File: src/rtl/rrts_pkg.sv
// Package for the round-robin task scheduler: task status codes, opcodes,
// controller states and the command/status structs. No dependencies.
package rrts_pkg;

  localparam int unsigned MaxTasksDefault = 16;
  localparam logic [29:0] TimebaseReset = 30'd10000000;
  // ceil(2^70 / 15625): x / 15625 == (x * UsecRecip) >> 70 for any x below 2^56
  localparam logic [56:0] UsecRecip = 57'd75557863725914324;

  typedef enum logic [2:0] {
    TS_RUNNABLE = 3'd0,
    TS_RUNNING  = 3'd1,
    TS_WAITING  = 3'd2,
    TS_SLEEPING = 3'd3,
    TS_ZOMBIE   = 3'd4
  } task_st_e;

  typedef enum logic [3:0] {
    OP_CREATE_K = 4'd0,
    OP_CREATE_U = 4'd1,
    OP_SCHED    = 4'd2,
    OP_EXIT     = 4'd3,
    OP_STOP     = 4'd4,
    OP_WAITPID  = 4'd5,
    OP_SLEEP    = 4'd6,
    OP_TICK     = 4'd7,
    OP_REAP     = 4'd8
  } op_e;

  typedef enum logic [1:0] {
    RS_OK      = 2'd0,
    RS_ERROR   = 2'd1,
    RS_BLOCKED = 2'd2
  } rstat_e;

  typedef enum logic [3:0] {
    S_IDLE,
    S_DECODE,
    S_SCAN,
    S_ZOMB,
    S_WAKE,
    S_WAITCHK,
    S_MUL,
    S_DIV,
    S_SLEEPSET,
    S_SCHED,
    S_DONE
  } ctl_state_e;

  // scan kinds run by the datapath walker
  typedef enum logic [2:0] {
    SK_FREE,
    SK_ORPHAN,
    SK_REAPCHILD,
    SK_TICK,
    SK_REAP,
    SK_SCHED
  } scan_e;

  typedef struct packed {
    logic   load;      // latch request, clear result
    logic   scan_go;   // start a scan
    scan_e  scan_kind;
    logic   create;    // write the found free slot
    logic   zombie;    // make zombie_tgt a zombie
    logic   wake_par;  // wake parent of zombie_tgt if it matches
    logic   set_wait;  // current becomes waiting
    logic   mul_go;
    logic   div_go;
    logic   set_sleep;
    logic   sched_go;  // commit scheduler pick
    logic   err;
    logic   blocked;
    logic   out_load;
  } cmd_t;

  typedef struct packed {
    logic   scan_busy;
    logic   found;
    logic   cur_valid;
    logic   stop_ok;
    logic   waitchk_ok;
    logic   div_busy;
  } sts_t;

endpackage

File: src/rtl/rrts_ctrl.sv
// Controller FSM of the task scheduler. Sequences datapath scans and units.
// Depends on rrts_pkg.
module rrts_ctrl (
  input  logic            clk_i,
  input  logic            rst_ni,
  input  logic            req_i,
  input  logic [3:0]      opcode_i,
  input  logic            out_free_i,
  input  rrts_pkg::sts_t  sts_i,
  output logic            ready_o,
  output rrts_pkg::cmd_t  cmd_o
);
  import rrts_pkg::*;

  ctl_state_e state_q, state_d;
  logic [3:0] op_q, op_d;
  logic       stop_q, stop_d;  // zombie path came from stop: no reschedule

  always_ff @(posedge clk_i or negedge rst_ni) begin
    if (!rst_ni) begin
      state_q <= S_IDLE;
      op_q    <= 4'd0;
      stop_q  <= 1'b0;
    end else begin
      state_q <= state_d;
      op_q    <= op_d;
      stop_q  <= stop_d;
    end
  end

  always_comb begin
    state_d = state_q;
    op_d    = op_q;
    stop_d  = stop_q;
    cmd_o   = '0;
    cmd_o.scan_kind = SK_FREE;
    ready_o = (state_q == S_IDLE);
    unique case (state_q)
      S_IDLE: begin
        if (req_i) begin
          cmd_o.load = 1'b1;
          op_d    = opcode_i;
          state_d = S_DECODE;
        end
      end
      S_DECODE: begin
        state_d = S_DONE;
        stop_d  = 1'b0;
        case (op_q)
          OP_CREATE_K, OP_CREATE_U: begin
            cmd_o.scan_go = 1'b1; cmd_o.scan_kind = SK_FREE; state_d = S_SCAN;
          end
          OP_SCHED: begin
            if (sts_i.cur_valid) begin
              cmd_o.scan_go = 1'b1; cmd_o.scan_kind = SK_SCHED; state_d = S_SCHED;
            end
          end
          OP_EXIT: begin
            if (!sts_i.cur_valid) cmd_o.err = 1'b1;
            else begin
              cmd_o.zombie = 1'b1; cmd_o.scan_go = 1'b1;
              cmd_o.scan_kind = SK_ORPHAN; state_d = S_ZOMB;
            end
          end
          OP_STOP: begin
            if (!sts_i.stop_ok) cmd_o.err = 1'b1;
            else begin
              cmd_o.zombie = 1'b1; cmd_o.scan_go = 1'b1;
              cmd_o.scan_kind = SK_ORPHAN; stop_d = 1'b1; state_d = S_ZOMB;
            end
          end
          OP_WAITPID: begin
            if (!sts_i.cur_valid) cmd_o.err = 1'b1;
            else begin
              cmd_o.scan_go = 1'b1; cmd_o.scan_kind = SK_REAPCHILD; state_d = S_SCAN;
            end
          end
          OP_SLEEP: begin
            if (!sts_i.cur_valid) cmd_o.err = 1'b1;
            else begin
              cmd_o.mul_go = 1'b1; state_d = S_MUL;
            end
          end
          OP_TICK: begin
            cmd_o.scan_go = 1'b1; cmd_o.scan_kind = SK_TICK; state_d = S_SCAN;
          end
          OP_REAP: begin
            cmd_o.scan_go = 1'b1; cmd_o.scan_kind = SK_REAP; state_d = S_SCAN;
          end
          default: cmd_o.err = 1'b1;
        endcase
      end
      S_SCAN: begin
        if (!sts_i.scan_busy) begin
          state_d = S_DONE;
          case (op_q)
            OP_CREATE_K, OP_CREATE_U: begin
              if (sts_i.found) cmd_o.create = 1'b1;
              else cmd_o.err = 1'b1;
            end
            OP_WAITPID: begin
              if (!sts_i.found) state_d = S_WAITCHK;
            end
            default: ;
          endcase
        end
      end
      S_WAITCHK: begin
        if (!sts_i.waitchk_ok) begin
          cmd_o.err = 1'b1; state_d = S_DONE;
        end else begin
          cmd_o.set_wait = 1'b1; cmd_o.blocked = 1'b1;
          cmd_o.scan_go = 1'b1; cmd_o.scan_kind = SK_SCHED; state_d = S_SCHED;
        end
      end
      S_ZOMB: begin
        if (!sts_i.scan_busy) begin
          cmd_o.wake_par = 1'b1;
          if (stop_q) state_d = S_DONE;
          else begin
            state_d = S_WAKE;
          end
        end
      end
      S_WAKE: begin
        // parent wake is committed; now pick the next task
        cmd_o.scan_go = 1'b1; cmd_o.scan_kind = SK_SCHED; state_d = S_SCHED;
      end
      S_MUL: begin
        cmd_o.div_go = 1'b1; state_d = S_DIV;
      end
      S_DIV: begin
        if (!sts_i.div_busy) state_d = S_SLEEPSET;
      end
      S_SLEEPSET: begin
        cmd_o.set_sleep = 1'b1; cmd_o.blocked = 1'b1;
        cmd_o.scan_go = 1'b1; cmd_o.scan_kind = SK_SCHED; state_d = S_SCHED;
      end
      S_SCHED: begin
        if (!sts_i.scan_busy) begin
          cmd_o.sched_go = 1'b1; state_d = S_DONE;
        end
      end
      S_DONE: begin
        if (out_free_i) begin
          cmd_o.out_load = 1'b1; state_d = S_IDLE;
        end
      end
      default: state_d = S_IDLE;
    endcase
  end

endmodule

File: config.mk
export PLATFORM = sky130hd
export DESIGN_NAME = rrts_ctrl
export DESIGN_NICKNAME = d
export VERILOG_FILES = /design/src/rtl/rrts_pkg.sv /design/src/rtl/rrts_ctrl.sv
export SDC_FILE = /design/constraint.sdc
export NUM_CORES = 1
export LEC_CHECK = 0
export ABC_AREA = 0
export BUFFER_PORTS_ARGS = -buffer_cell sky130_fd_sc_hd__buf_4
export CORE_ASPECT_RATIO = 1.1
export CORE_MARGIN = 8
export CORE_UTILIZATION = 55
export CTS_CLUSTER_SIZE = 28
export DETAILED_ROUTE_END_ITERATION = 8
export GPL_TIMING_DRIVEN = 1
export HOLD_SLACK_MARGIN = 0.02
export PLACE_DENSITY = 0.85
export SLEW_MARGIN = 20
export SYNTH_ARGS = -nofsm -noshare
export SYNTH_HDL_FRONTEND = slang
export SYNTH_SLANG_ARGS = --single-unit
File: constraint.sdc
create_clock -name clk_i -period 5.3 [get_ports clk_i]
set_clock_uncertainty 0.15 [all_clocks]
set_input_delay 0.795 -clock clk_i [delete_from_list [all_inputs] [get_ports clk_i]]
set_output_delay 0.795 -clock clk_i [all_outputs]
set_load 0.005 [all_outputs]
Yosys cells after proc, flatten, opt, wreduce, memory -nomap -nowiden
Cells that the tools add are included.
W data, S select, Z words.
{"block": "word_totals", "register_bits": 9, "inputBits": 14}
{"block": "classes", "eq_ne": 24, "mux": 55, "reduce_logical": 9}
{"operator": "$mux W4", "n": 18}
{"operator": "$pmux W4 S10", "n": 1}
{"operator": "$eq A4 B3 Y1 const B", "n": 8}
{"operator": "$pmux W4 S7", "n": 1}
{"operator": "$mux W1", "n": 27}
{"operator": "$pmux W4 S6", "n": 1}
{"operator": "$eq A4 B2 Y1 const B", "n": 4}
{"operator": "$eq A4 B4 Y1 const B", "n": 4}
{"operator": "$ne A2 B2 Y1 const B", "n": 6}
{"operator": "$pmux W4 S3", "n": 1}
{"operator": "$eq A4 B1 Y1 const B", "n": 2}
{"operator": "$logic_not A4 Y1", "n": 2}
{"operator": "$pmux W1 S3", "n": 2}
{"operator": "$reduce_and A6 Y1", "n": 1}
{"operator": "$reduce_or A5 Y1", "n": 1}
{"operator": "$mux W2", "n": 2}
{"operator": "$pmux W1 S2", "n": 2}
{"operator": "$reduce_or A2 Y1", "n": 2}
{"operator": "$reduce_or A4 Y1", "n": 1}
{"operator": "$reduce_or A3 Y1", "n": 1}
{"operator": "$reduce_and A2 Y1", "n": 1}

Depth between registers and ports, before layout
Gate-level depths: netlist (run 1).
{"block": "logic_depth", "depth_word": 5, "ltp_mapped": 7}

Least setup slack after synthesis (run 1)
No wires, ideal clock.
{"block": "synth_path", "kind": "input-to-output", "from": "in sts_i[3] (netlist name)", "to": "out cmd_o[2] (netlist name)", "arrival_ps": 1554, "t_required_ps": 4355, "slack_ps": 2801, "path_stages": 5, "cell_sequence": "nand2_1 > a21o_1 > a21oi_1 > o221ai_1 > a32o_1"}
{"item": "from (decl)", "line_no": "rrts_ctrl.sv:9", "text": "input rrts_pkg::sts_t sts_i,"}
{"item": "to (decl)", "line_no": "rrts_ctrl.sv:11", "text": "output rrts_pkg::cmd_t cmd_o"}

==> results of run 1 <==
[power by group through the flow]
stage | registers (mW) | clock network [mW] | logic, mW
CTS | 0.218 | 0.0559 | 0.391
global placement | 0.214 | 0 | 0.382
finish | 0.223 | 0.0525 | 0.391
detailed placement | 0.219 | 0 | 0.388
floorplan | 0.124 | 0 | 0.359
global route | 0.233 | 0.0606 | 0.432
[worst max path at each step]
| stage | startpoint | endpoint | slack (ns) | cells after the start |
|---|---|---|---|---|
| 6_report | state_q[2]$_DFFE_PN0P_ | cmd_o[6] | 2.13 | 4 |
| 5_1_grt | state_q[1]$_DFFE_PN0P_ | cmd_o[2] | 1.99 | 5 |
| 4_1_cts | state_q[2]$_DFFE_PN0P_ | cmd_o[6] | 2.15 | 4 |
| 3_5_place_dp | sts_i[3] | cmd_o[2] | 2.43 | 7 |
| 3_3_place_gp | sts_i[3] | cmd_o[2] | 2.46 | 7 |
| 2_1_floorplan | sts_i[3] | cmd_o[2] | 2.80 | 5 |
[state kept, by name, summed over array words and instances, names as in the netlist]
| signal | cells |
|---|---|
| stop_q | 1 |
| state_q | 4 |
| op_q | 4 |
[stage by stage]
stage               hold slack, ns  std cells  utilization, %  setup WS [ns]
floorplan                   0.3339        138               -          2.801
global placement            0.3732        173           68.54          2.463
finish                      0.1844        177           70.10          2.133
global route                0.1740        177           70.10          1.994
detailed placement          0.4017        173           68.54          2.429
CTS                         0.1786        177           70.10          2.154
[layer usage]
layer / GRT usage (%) / routed length [um] / part of all wire [%] / vias to the layer above
li1: - / - / - / 560
met1: 18.23 / 1138 / 41 / 512
met2: 25.74 / 1339 / 48 / 62
met3: 3.093 / 247 / 8.9 / 5
met4: 7.047 / 43 / 1.6 / 0
met5: 0 / 0 / 0 / -
[worst max-delay path, delay by kind of cell (launching register included)]
kind                   cells  cell delay [ns]
and+or+nand+nor            3             1.20
DFF                        1             0.60
buffers and inverters      1             0.15
[cell type report]
class | count | area [um^2] | area share (%)
Timing Repair Buffer | 30 | 225.2 | 18.24
Multi-Input combinational cell | 110 | 711.9 | 57.65
Tap cell | 18 | 22.52 | 1.824
Clock inverter | 1 | 5.005 | 0.4053
Inverter | 6 | 22.52 | 1.824
Clock buffer | 3 | 22.52 | 1.824
Sequential cell | 9 | 225.2 | 18.24
[cell families after synthesis]
group | after synthesis
simple gates | 58
compound gates | 48
buf+inv | 19
flops | 9
mux | 4
[layout by cell type (no fill, tap or decap), types with 2 or more instances in the layout]
cell type,synthesis,final
nand2b_1,9,9
o41ai_1,2,2
nand2_1,8,8
o31ai_1,3,3
nor4_1,4,4
o21bai_1,2,2
and2_1,2,2
nor2_1,8,8
nor2b_1,4,4
nand3b_1,2,2
nand3_1,2,2
inv_1,6,6
a211oi_1,3,3
or2_2,2,2
or3_1,3,3
mux2_2,3,3
buf_4,0,30
dfrtp_1,9,9
a21oi_1,14,14
or4_1,2,2
o21ai_0,10,10
nor3_1,3,3
clkbuf_4,0,3
==> impl_results.md, run 1 <==
* Nets@finish at 174
* Core ar. at 1762 um^2
* Post-synthesis sequential area ratio at 22.14%
* CTS tree: built
* Top cell type's share of synthesized area at 22.14%
* Grt total ovfl at 0
* Avg WL per Cell at 15.64 um
* Max clock buf depth at 2
* Synth Area in Simple Gates at 33.83%
* FF-to-FF End: state_q[2]$_DFFE_PN0P_
* Peak Freq at 315.7 MHz
* Min Tclk post-route at 3.167 ns
* Hold-fix buffers, CTS at 0
* Synth area leader: dfrtp_1
* Comb pwr share at 58.7%
* CP max stage delay at 0.74 ns
* Peak VDD IR at 0.3464 mV
* Register-to-register setup slack at 3.05 ns
* CP startpoint kind: flip-flop
* Fin Setup TNS at 0 ns
* Root cell of the clock tree: clkbuf_4
* Psw at 0.3332 mW
* Period utilisation layout at 59.76%
* Dpl hpwl at 2.074 mm
* Detailed-route DRC error count at 0
* PnR Total Power at 0.6665 mW
* DRT Wirelength at 2.769 mm
* Syn Inst Count at 138
* Post-CTS sizing at 0
* Mux share of post-synthesis cell area at 4.305%
* GPL Wtd Cong at 0.8552
* Synth area leaders: dfrtp_1 22%, a21oi_1 6.9%, nand2b_1 5.5%
* Yosys warns at 0
* Worst slew margin at 58.39%
* Number of global-route vias before repair at 1019
* Async SR Flop Fraction at 100.0%
* Yosys reg bits at 9
* GRT Util Overall at 15.22%
* Die Span X at 57.01 um
* RSZ-0062 raised after global routing: no
* Most common cell in the netlist: a21oi_1
* # setup viols final at 0
* Slowest-stage cell, CP: or4b_1
* CP Max Fanout at 22
* Clock Sinks at 9
* Remaining antenna violation count at 0
* LEAKAGE at 0.5203 nW
* Netlist Area Pre-Place at 1017 um^2
* Layout fillers at 154
* Worst hold path class: in -> async
* Part of the power in registers at 33.4%
* Worst r2r path cells at 5
* Final slew viol count at 0
* Synth cell count leaders: 14 x a21oi_1, 10 x clkbuf_1, 10 x o21ai_0, 9 x dfrtp_1, 9 x nand2b_1
* Clock share of power at 7.9%
* Largest family of logic cells by synthesized area: simple AND/OR/NAND/NOR gates
* Synth Area in Compound Gates at 31.86%
* WS Path Type: reg -> out
* PortBufs at 30
* XOR/XNOR share of the synthesized area at 0%
* Worst-path cell chain: or4b_1 > or2_1 > nor3_2 > buf_4
* Drt initial violations at 49
* Post-synth top flop: dfrtp_1
* Antenna violations before repair at 0
* DR vias at 1139
* Area grow syn2layout at 21.40%
* Status: complete, no violations
* Worst-margin pin slew at 0.6241 ns
* Worst setup EP type: output pin
* Fin. Hold Viols at 0
* Initial Util at 57.74%
* Number of synthesized flops with an enable pin at 0
* Top-level I/O count at 31
* Arrival @ worst endpoint at 2.22 ns
* Critical register-to-register path startpoint: state_q[2]$_DFFE_PN0P_
* Finished Cell Area at 1235 um^2
* Clock buffer count from CTS at 3
* Worst-path clk slew at 0.06 ns
* Fraction of the mapped netlist area in adder cells at 0%
* Drt pass-1 iters at 4
* Postcts setup bufs at 0
* Chip Height at 61.11 um
* H-tree levels at 1
* Internal Pwr Total at 0.3333 mW
* PD cells at 539.7 nW/um^2
* Rows at 16
* Clk_lat worst skew at 0.26 ns
* Layout cells sized above 1 at 27.04%
* Antenna cells at 0
* Area post-placement at 1207 um^2
* Max-Cap Viols at 0
* CP Data Required Time at 4.36 ns
* First-pass GRT wire length at 4.450 mm
* Die ar. at 3483 um^2
* Synthesized area per cell at 7.371 um^2
* DR vias/cell at 6.435
* Sw Ratio at 49.99%
* Synth unique cells at 49
* Syn nets at 152
* Largest net degree at the start of global routing at 24
Power figures use the tool's default switching activity.
==> run 2, diff against run 1 <==
Settings changed: CORE_UTILIZATION 55 to 51, PLACE_DENSITY 0.85 to 0.79.
Clock period 5.3 ns to 3.1 ns, I/O delays scaled along.
==> run 2 against run 1 <==
Global-route usage is 0.75 points higher. First-iteration DRC count decreased by 59%. Sequential power increased by 47%. Setup slack worse by 1.8 ns. Non-clock buffer count grew 3. Sequential cell count is the same. Largest power group unchanged.
==> impl_results.md, run 2 (synthesized netlist as in run 1, its figures left out) <==
* RSZ-0062 raised after global routing: no
* Max-Cap Viols at 0
* GPL Wtd Cong at 0.8739
* Dpl cells at 185
* DR vias/cell at 5.889
* Largest net degree at the start of global routing at 23
* Period utilisation layout at 88.48%
* Fin Setup TNS at 0 ns
* Antenna violations before repair at 0
* Commonest non-fill, non-tap cells in the layout: 32 x buf_4, 14 x a21oi_1, 10 x o21ai_0, 9 x nand2b_1, 9 x dfrtp_1
* Core ar. at 1936 um^2
* GRT Util Overall at 15.97%
* Clock Sinks at 9
* Rows at 17
* Nets@finish at 177
* Worst slew margin at 66.35%
* CP startpoint kind: flip-flop
* Hold path endpoint: op_q[2]$_DFFE_PN0P_
* Worst Hold Depth at 3
* PnR Total Power at 1.149 mW
* Layout fillers at 170
* Hold_sp: opcode_i[2]
* LEAKAGE at 0.5321 nW
* Drt initial violations at 20
* Initial Util at 52.55%
* Regs by FF count: op_q (4), state_q (4), stop_q (1)
* Register-to-register setup slack at 0.88 ns
* Worst-path cell chain: nand2b_1 > or4_1 > nor4_1 > and2_1 > buf_4
* H-tree levels at 1
* Worst-margin pin slew at 0.5047 ns
* Post-CTS sizing at 0
* Worst setup EP type: output pin
* Detailed-route DRC error count at 0
* Avg WL per Cell at 14.84 um
* CTS tree: built
* Worst hold path class: in -> reg
* CP top delay family: simple AND/OR/NAND/NOR gates
* Die Span X at 58.58 um
* Commonest non-fill, non-tap cell in the layout: buf_4
* Layout cells sized above 1 at 27.16%
* PortBufs at 30
* Peak Freq at 364.6 MHz
* Arrival @ worst endpoint at 2.13 ns
* Min Tclk post-route at 2.743 ns
* DR vias at 1119
* Fin cells at 190
* Postcts setup bufs at 0
* Bufs and invs on worst path at 1
* Antenna cells at 0
* CP Data Required Time at 2.48 ns
* Area grow syn2layout at 24.97%
* Clk_lat worst skew at 0.26 ns
* Slowest-stage cell, CP: dfrtp_1
* Worst-path clk slew at 0.06 ns
* Grt total ovfl at 0
* Remaining antenna violation count at 0
* # setup viols final at 0
* CP Max Fanout at 18
* Drt pass-1 iters at 4
* Status: complete, no violations
* Final slew viol count at 0
* Fin. Hold Viols at 0
* Top-level I/O count at 31
* PD cells at 904.0 nW/um^2
* First-pass GRT wire length at 4.788 mm
* FF-to-FF End: state_q[0]$_DFFE_PN0P_
* Root cell of the clock tree: clkbuf_4
* Worst r2r path cells at 5
* Dpl hpwl at 2.149 mm
* Die ar. at 3681 um^2
* Clock buffer count from CTS at 3
* WS Path Type: reg -> out
* Critical register-to-register path startpoint: state_q[1]$_DFFE_PN0P_
* Number of global-route vias before repair at 1084
* CP max stage delay at 0.64 ns
* Chip Height at 62.84 um
* Max clock buf depth at 2
* DRT Wirelength at 2.819 mm
* Peak VDD IR at 0.6478 mV
-- run 2: repair_timing --
action / CTS / global route
endpoints found under the setup margin: 0 / 0
hold endpoints to repair: 9 / 0
hold buffers: 1 / 0
-- run 2: area by class of cell --
type                       count  area (um^2)  area share (%)
multi-input combinational    110        711.9           56.00
timing repair buffer          33        250.2           19.69
sequential                     9        225.2           17.72
tap                           28        35.03           2.756
clock buffer                   4        26.28           2.067
inverter                       6        22.52           1.772
-- run 2: worst max-delay path by stage --
stage	from	end	cells after the start
5_1_grt	state_q[1]$_DFFE_PN0P_	cmd_o[2]	5
3_3_place_gp	state_q[1]$_DFFE_PN0P_	cmd_o[6]	4
6_report	state_q[1]$_DFFE_PN0P_	cmd_o[10]	5
4_1_cts	state_q[1]$_DFFE_PN0P_	cmd_o[10]	5
3_5_place_dp	state_q[1]$_DFFE_PN0P_	cmd_o[10]	5
2_1_floorplan	op_q[1]$_DFFE_PN0P_	cmd_o[2]	6
-- run 2: metrics by stage --
step	util (%)	instance area, um^2	worst slack (ns)	hold slack, ns
final	65.68	1271	0.3571	0.2634
after global routing	65.68	1271	0.1141	0.2686
after CTS	65.68	1271	0.3887	0.2650
after detailed placement	63.80	1235	0.6826	0.1416
after global placement	63.80	1235	0.6997	0.1404
after floorplan	-	1017	1.018	0.01941
-- run 2: tightest hold or removal path: stages --
cell	delay, ns
buf_4	0.08
nand2_1	0.04
o21ai_0	0.06
-- run 2: power by group --
part	internal, mW	total (mW)	switching [mW]
clock network	0.0497	0.0914	0.0417
logic	0.367	0.731	0.364
registers	0.169	0.327	0.158
-- run 2: per-layer routing --
| layer | part of all wire, % | vias to the layer above | global-route usage [%] |
|---|---|---|---|
| li1 | - | 562 | - |
| met1 | 41 | 515 | 17.80 |
| met2 | 50 | 38 | 27.21 |
| met3 | 8.0 | 4 | 5.350 |
| met4 | 1.2 | 0 | 5.389 |
| met5 | 0 | - | 0 |
==> run 3, diff against run 2 <==
Settings changed: ABC_AREA 0 to 1, CTS_BUF_LIST set to sky130_fd_sc_hd__clkbuf_8, PLACE_DENSITY 0.79 to 0.81.
==> run 3 against run 2 <==
Sequential share of layout area rose by 1.2 points. Clock power rose by 41%. Core utilization rose by 4.2 points. Total power fell by 2.1%. Global-route usage fell by 1.1 points. Fmax rose by 29%. Cell area fell by 6.5%. Highest routed layer unchanged. Synthesized cell count rose by 14%. Critical endpoint is now cmd_o[14]. Worst hold slack improved by 0.020 ns. First-iteration DRC count rose by 30%. Synthesized area fell by 13%. Die area fell by 9.6%.
==> impl_results.md, run 3 <==
* Status: complete, no violations
* Dpl hpwl at 2.061 mm
* Synthesized area per cell at 5.607 um^2
* Worst slew margin at 81.94%
* Peak VDD IR at 0.5582 mV
* Synth Area in Compound Gates at 8.898%
* Remaining antenna violation count at 0
* Final WS setup at 0.9666 ns
* Antenna cells at 0
* Dpl cells at 206
* Rows at 16
* Worst-path clk slew at 0.04 ns
* Detailed-route DRC error count at 0
* Syn nets at 172
* WS Path Type: reg -> out
* PnR Total Power at 1.125 mW
* Yosys warns at 0
* Fin Setup TNS at 0 ns
* Final Util at 69.85%
* Min Tclk post-route at 2.133 ns
* Max-Cap Viols at 0
* Peak Freq at 468.7 MHz
* RSZ-0062 raised after global routing: no
* Area post-placement at 1134 um^2
* Clk_lat worst skew at 0.23 ns
* CP Max Fanout at 6
* Clock buffer count from CTS at 3
* Period utilisation layout at 68.82%
* DR vias/cell at 5.152
* Regs by FF count: op_q (4), state_q (4), stop_q (1)
* CP Data Required Time at 2.48 ns
* Initial Util at 52.06%
* Drt initial violations at 26
* Slowest-stage cell, CP: dfrtp_1
* PD cells at 946.9 nW/um^2
* Post-CTS sizing at 0
* Largest net degree at the start of global routing at 10
* Post-synthesis sequential area ratio at 25.42%
* Synth area leaders: dfrtp_1 25%, nand2_1 24%, nor2_1 8.5%
* Register-to-register setup slack at 1.58 ns
* Commonest non-fill, non-tap cell in the layout: nand2_1
* Core ar. at 1702 um^2
* Top-level I/O count at 31
* Antenna violations before repair at 0
* Final hold slack at 0.2831 ns
* Finished Cell Area at 1189 um^2
* Die Span X at 55.74 um
* Fraction of the mapped netlist area in adder cells at 0%
* Worst-margin pin slew at 0.2699 ns
* Hold-fix buffers, CTS at 1
* GPL Wtd Cong at 0.9197
* Synth Area in Simple Gates at 53.67%
* Max clock buf depth at 2
* Hold_sp: opcode_i[3]
* Dpl ws at 1.216 ns
* Yosys reg bits at 9
* LEAKAGE at 0.7202 nW
* Commonest non-fill, non-tap cells in the layout: 57 x nand2_1, 30 x buf_4, 20 x nor2_1, 20 x inv_1, 12 x nand3_1
* Largest family of logic cells by synthesized area: simple AND/OR/NAND/NOR gates
* Postcts setup bufs at 0
* CTS tree: built
* FF-to-FF End: state_q[3]$_DFFE_PN0P_
* Worst-path cell chain: nor2_1 > nand3_1 > nand3_2 > nor3_1 > o21ai_1 > buf_4
* Async SR Flop Fraction at 100.0%
* XOR/XNOR share of the synthesized area at 0%
* CP max stage delay at 0.46 ns
* Netlist Area Pre-Place at 885.9 um^2
* Avg WL per Cell at 11.72 um
* PortBufs at 30
* # setup viols final at 0
* Drt pass-1 iters at 4
* Worst r2r path cells at 8
* Die ar. at 3328 um^2
* DR vias at 1087
* Layout cells sized above 1 at 29.53%
* Fin cells at 211
* Final slew viol count at 0
* Critical register-to-register path startpoint: state_q[1]$_DFFE_PN0P_
* Arrival @ worst endpoint at 1.52 ns
* Nets@finish at 208
* Worst setup EP type: output pin
* First-pass GRT wire length at 4.174 mm
* H-tree levels at 1
* GRT Util Overall at 14.86%
* Clock Sinks at 9
* Worst Hold Depth at 3
* Grt total ovfl at 0
* Mux share of post-synthesis cell area at 0%
* Number of global-route vias before repair at 1009
* Synth unique cells at 18
* Synth cell count leaders: 57 x nand2_1, 20 x nor2_1, 19 x inv_1, 12 x nand3_1, 9 x dfrtp_1
* Most common cell in the netlist: nand2_1
* Syn Inst Count at 158
* Synth area leader: dfrtp_1
* Root cell of the clock tree: clkbuf_8
* Worst hold path class: in -> reg
* Number of synthesized flops with an enable pin at 0
* DRT Wirelength at 2.473 mm
* Chip Height at 59.71 um
* Fin. Hold Viols at 0
* Area grow syn2layout at 34.18%
* Top cell type's share of synthesized area at 25.42%
* CP startpoint kind: flip-flop
* Post-synth top flop: dfrtp_1
* Hold path endpoint: op_q[3]$_DFFE_PN0P_
[run 3: cell types whose count changed after synthesis, moves of 4 or more]
cell	change
nand2_1	+49
o21ai_0	-9
o21ai_1	+5
inv_1	+13
nand2_2	+6
nor2b_1	-4
nor4_1	-4
inv_2	+8
a21oi_1	-10
nand2b_1	-9
nand3_1	+10
clkbuf_1	-10
nor2_1	+12
[run 3: critical path: cells and delay by family (launching register included)]
kind	cells	cell delay, ns
DFF	1	0.46
and+or+nand+nor	4	0.59
buffers and inverters	1	0.12
AOI/OAI and AO/OA	1	0.12
[run 3: cells by family (layout without fill, tap and decap cells)]
logic type / Yosys count / after routing
DFF: 9 / 9
AOI/OAI and AO/OA: 13 / 13
buffers and inverters: 28 / 63
and+or+nand+nor: 108 / 108
[run 3: final cells by class]
type,count,area [um^2]
multi-input cells,121,554.3
fillers,160,513.0
repair buffers,31,235.2
flip-flops and latches,9,225.2
inverters,28,106.4
clock buffers,3,41.29
well taps,18,22.52
clock inverters,1,3.754
[run 3: where the power goes]
group	leakage, nW	internal, mW	switching, mW
Clock	0.0269	0.0859	0.0428
Sequential	0.114	0.175	0.0741
Combinational	0.579	0.289	0.459
Total	0.720	0.550	0.576
[run 3: worst max path at each step]
stage | slack [ns] | start | to
after floorplan | 1.44 | op_q[3]$_DFFE_PN0P_ | cmd_o[14]
after global placement | 1.23 | op_q[3]$_DFFE_PN0P_ | cmd_o[14]
after detailed placement | 1.22 | op_q[3]$_DFFE_PN0P_ | cmd_o[14]
after CTS | 0.97 | op_q[3]$_DFFE_PN0P_ | cmd_o[14]
after global routing | 0.77 | op_q[3]$_DFFE_PN0P_ | cmd_o[2]
final | 0.97 | op_q[3]$_DFFE_PN0P_ | cmd_o[14]
[run 3: metal layers]
layer / vias to the layer above / part of all wire (%) / GRT usage, %
met4: 0 / 1.5 / 5.634
li1: 554 / - / -
met3: 4 / 8.2 / 3.397
met1: 482 / 41 / 17.78
met2: 47 / 49 / 25.32
met5: - / 0 / 0
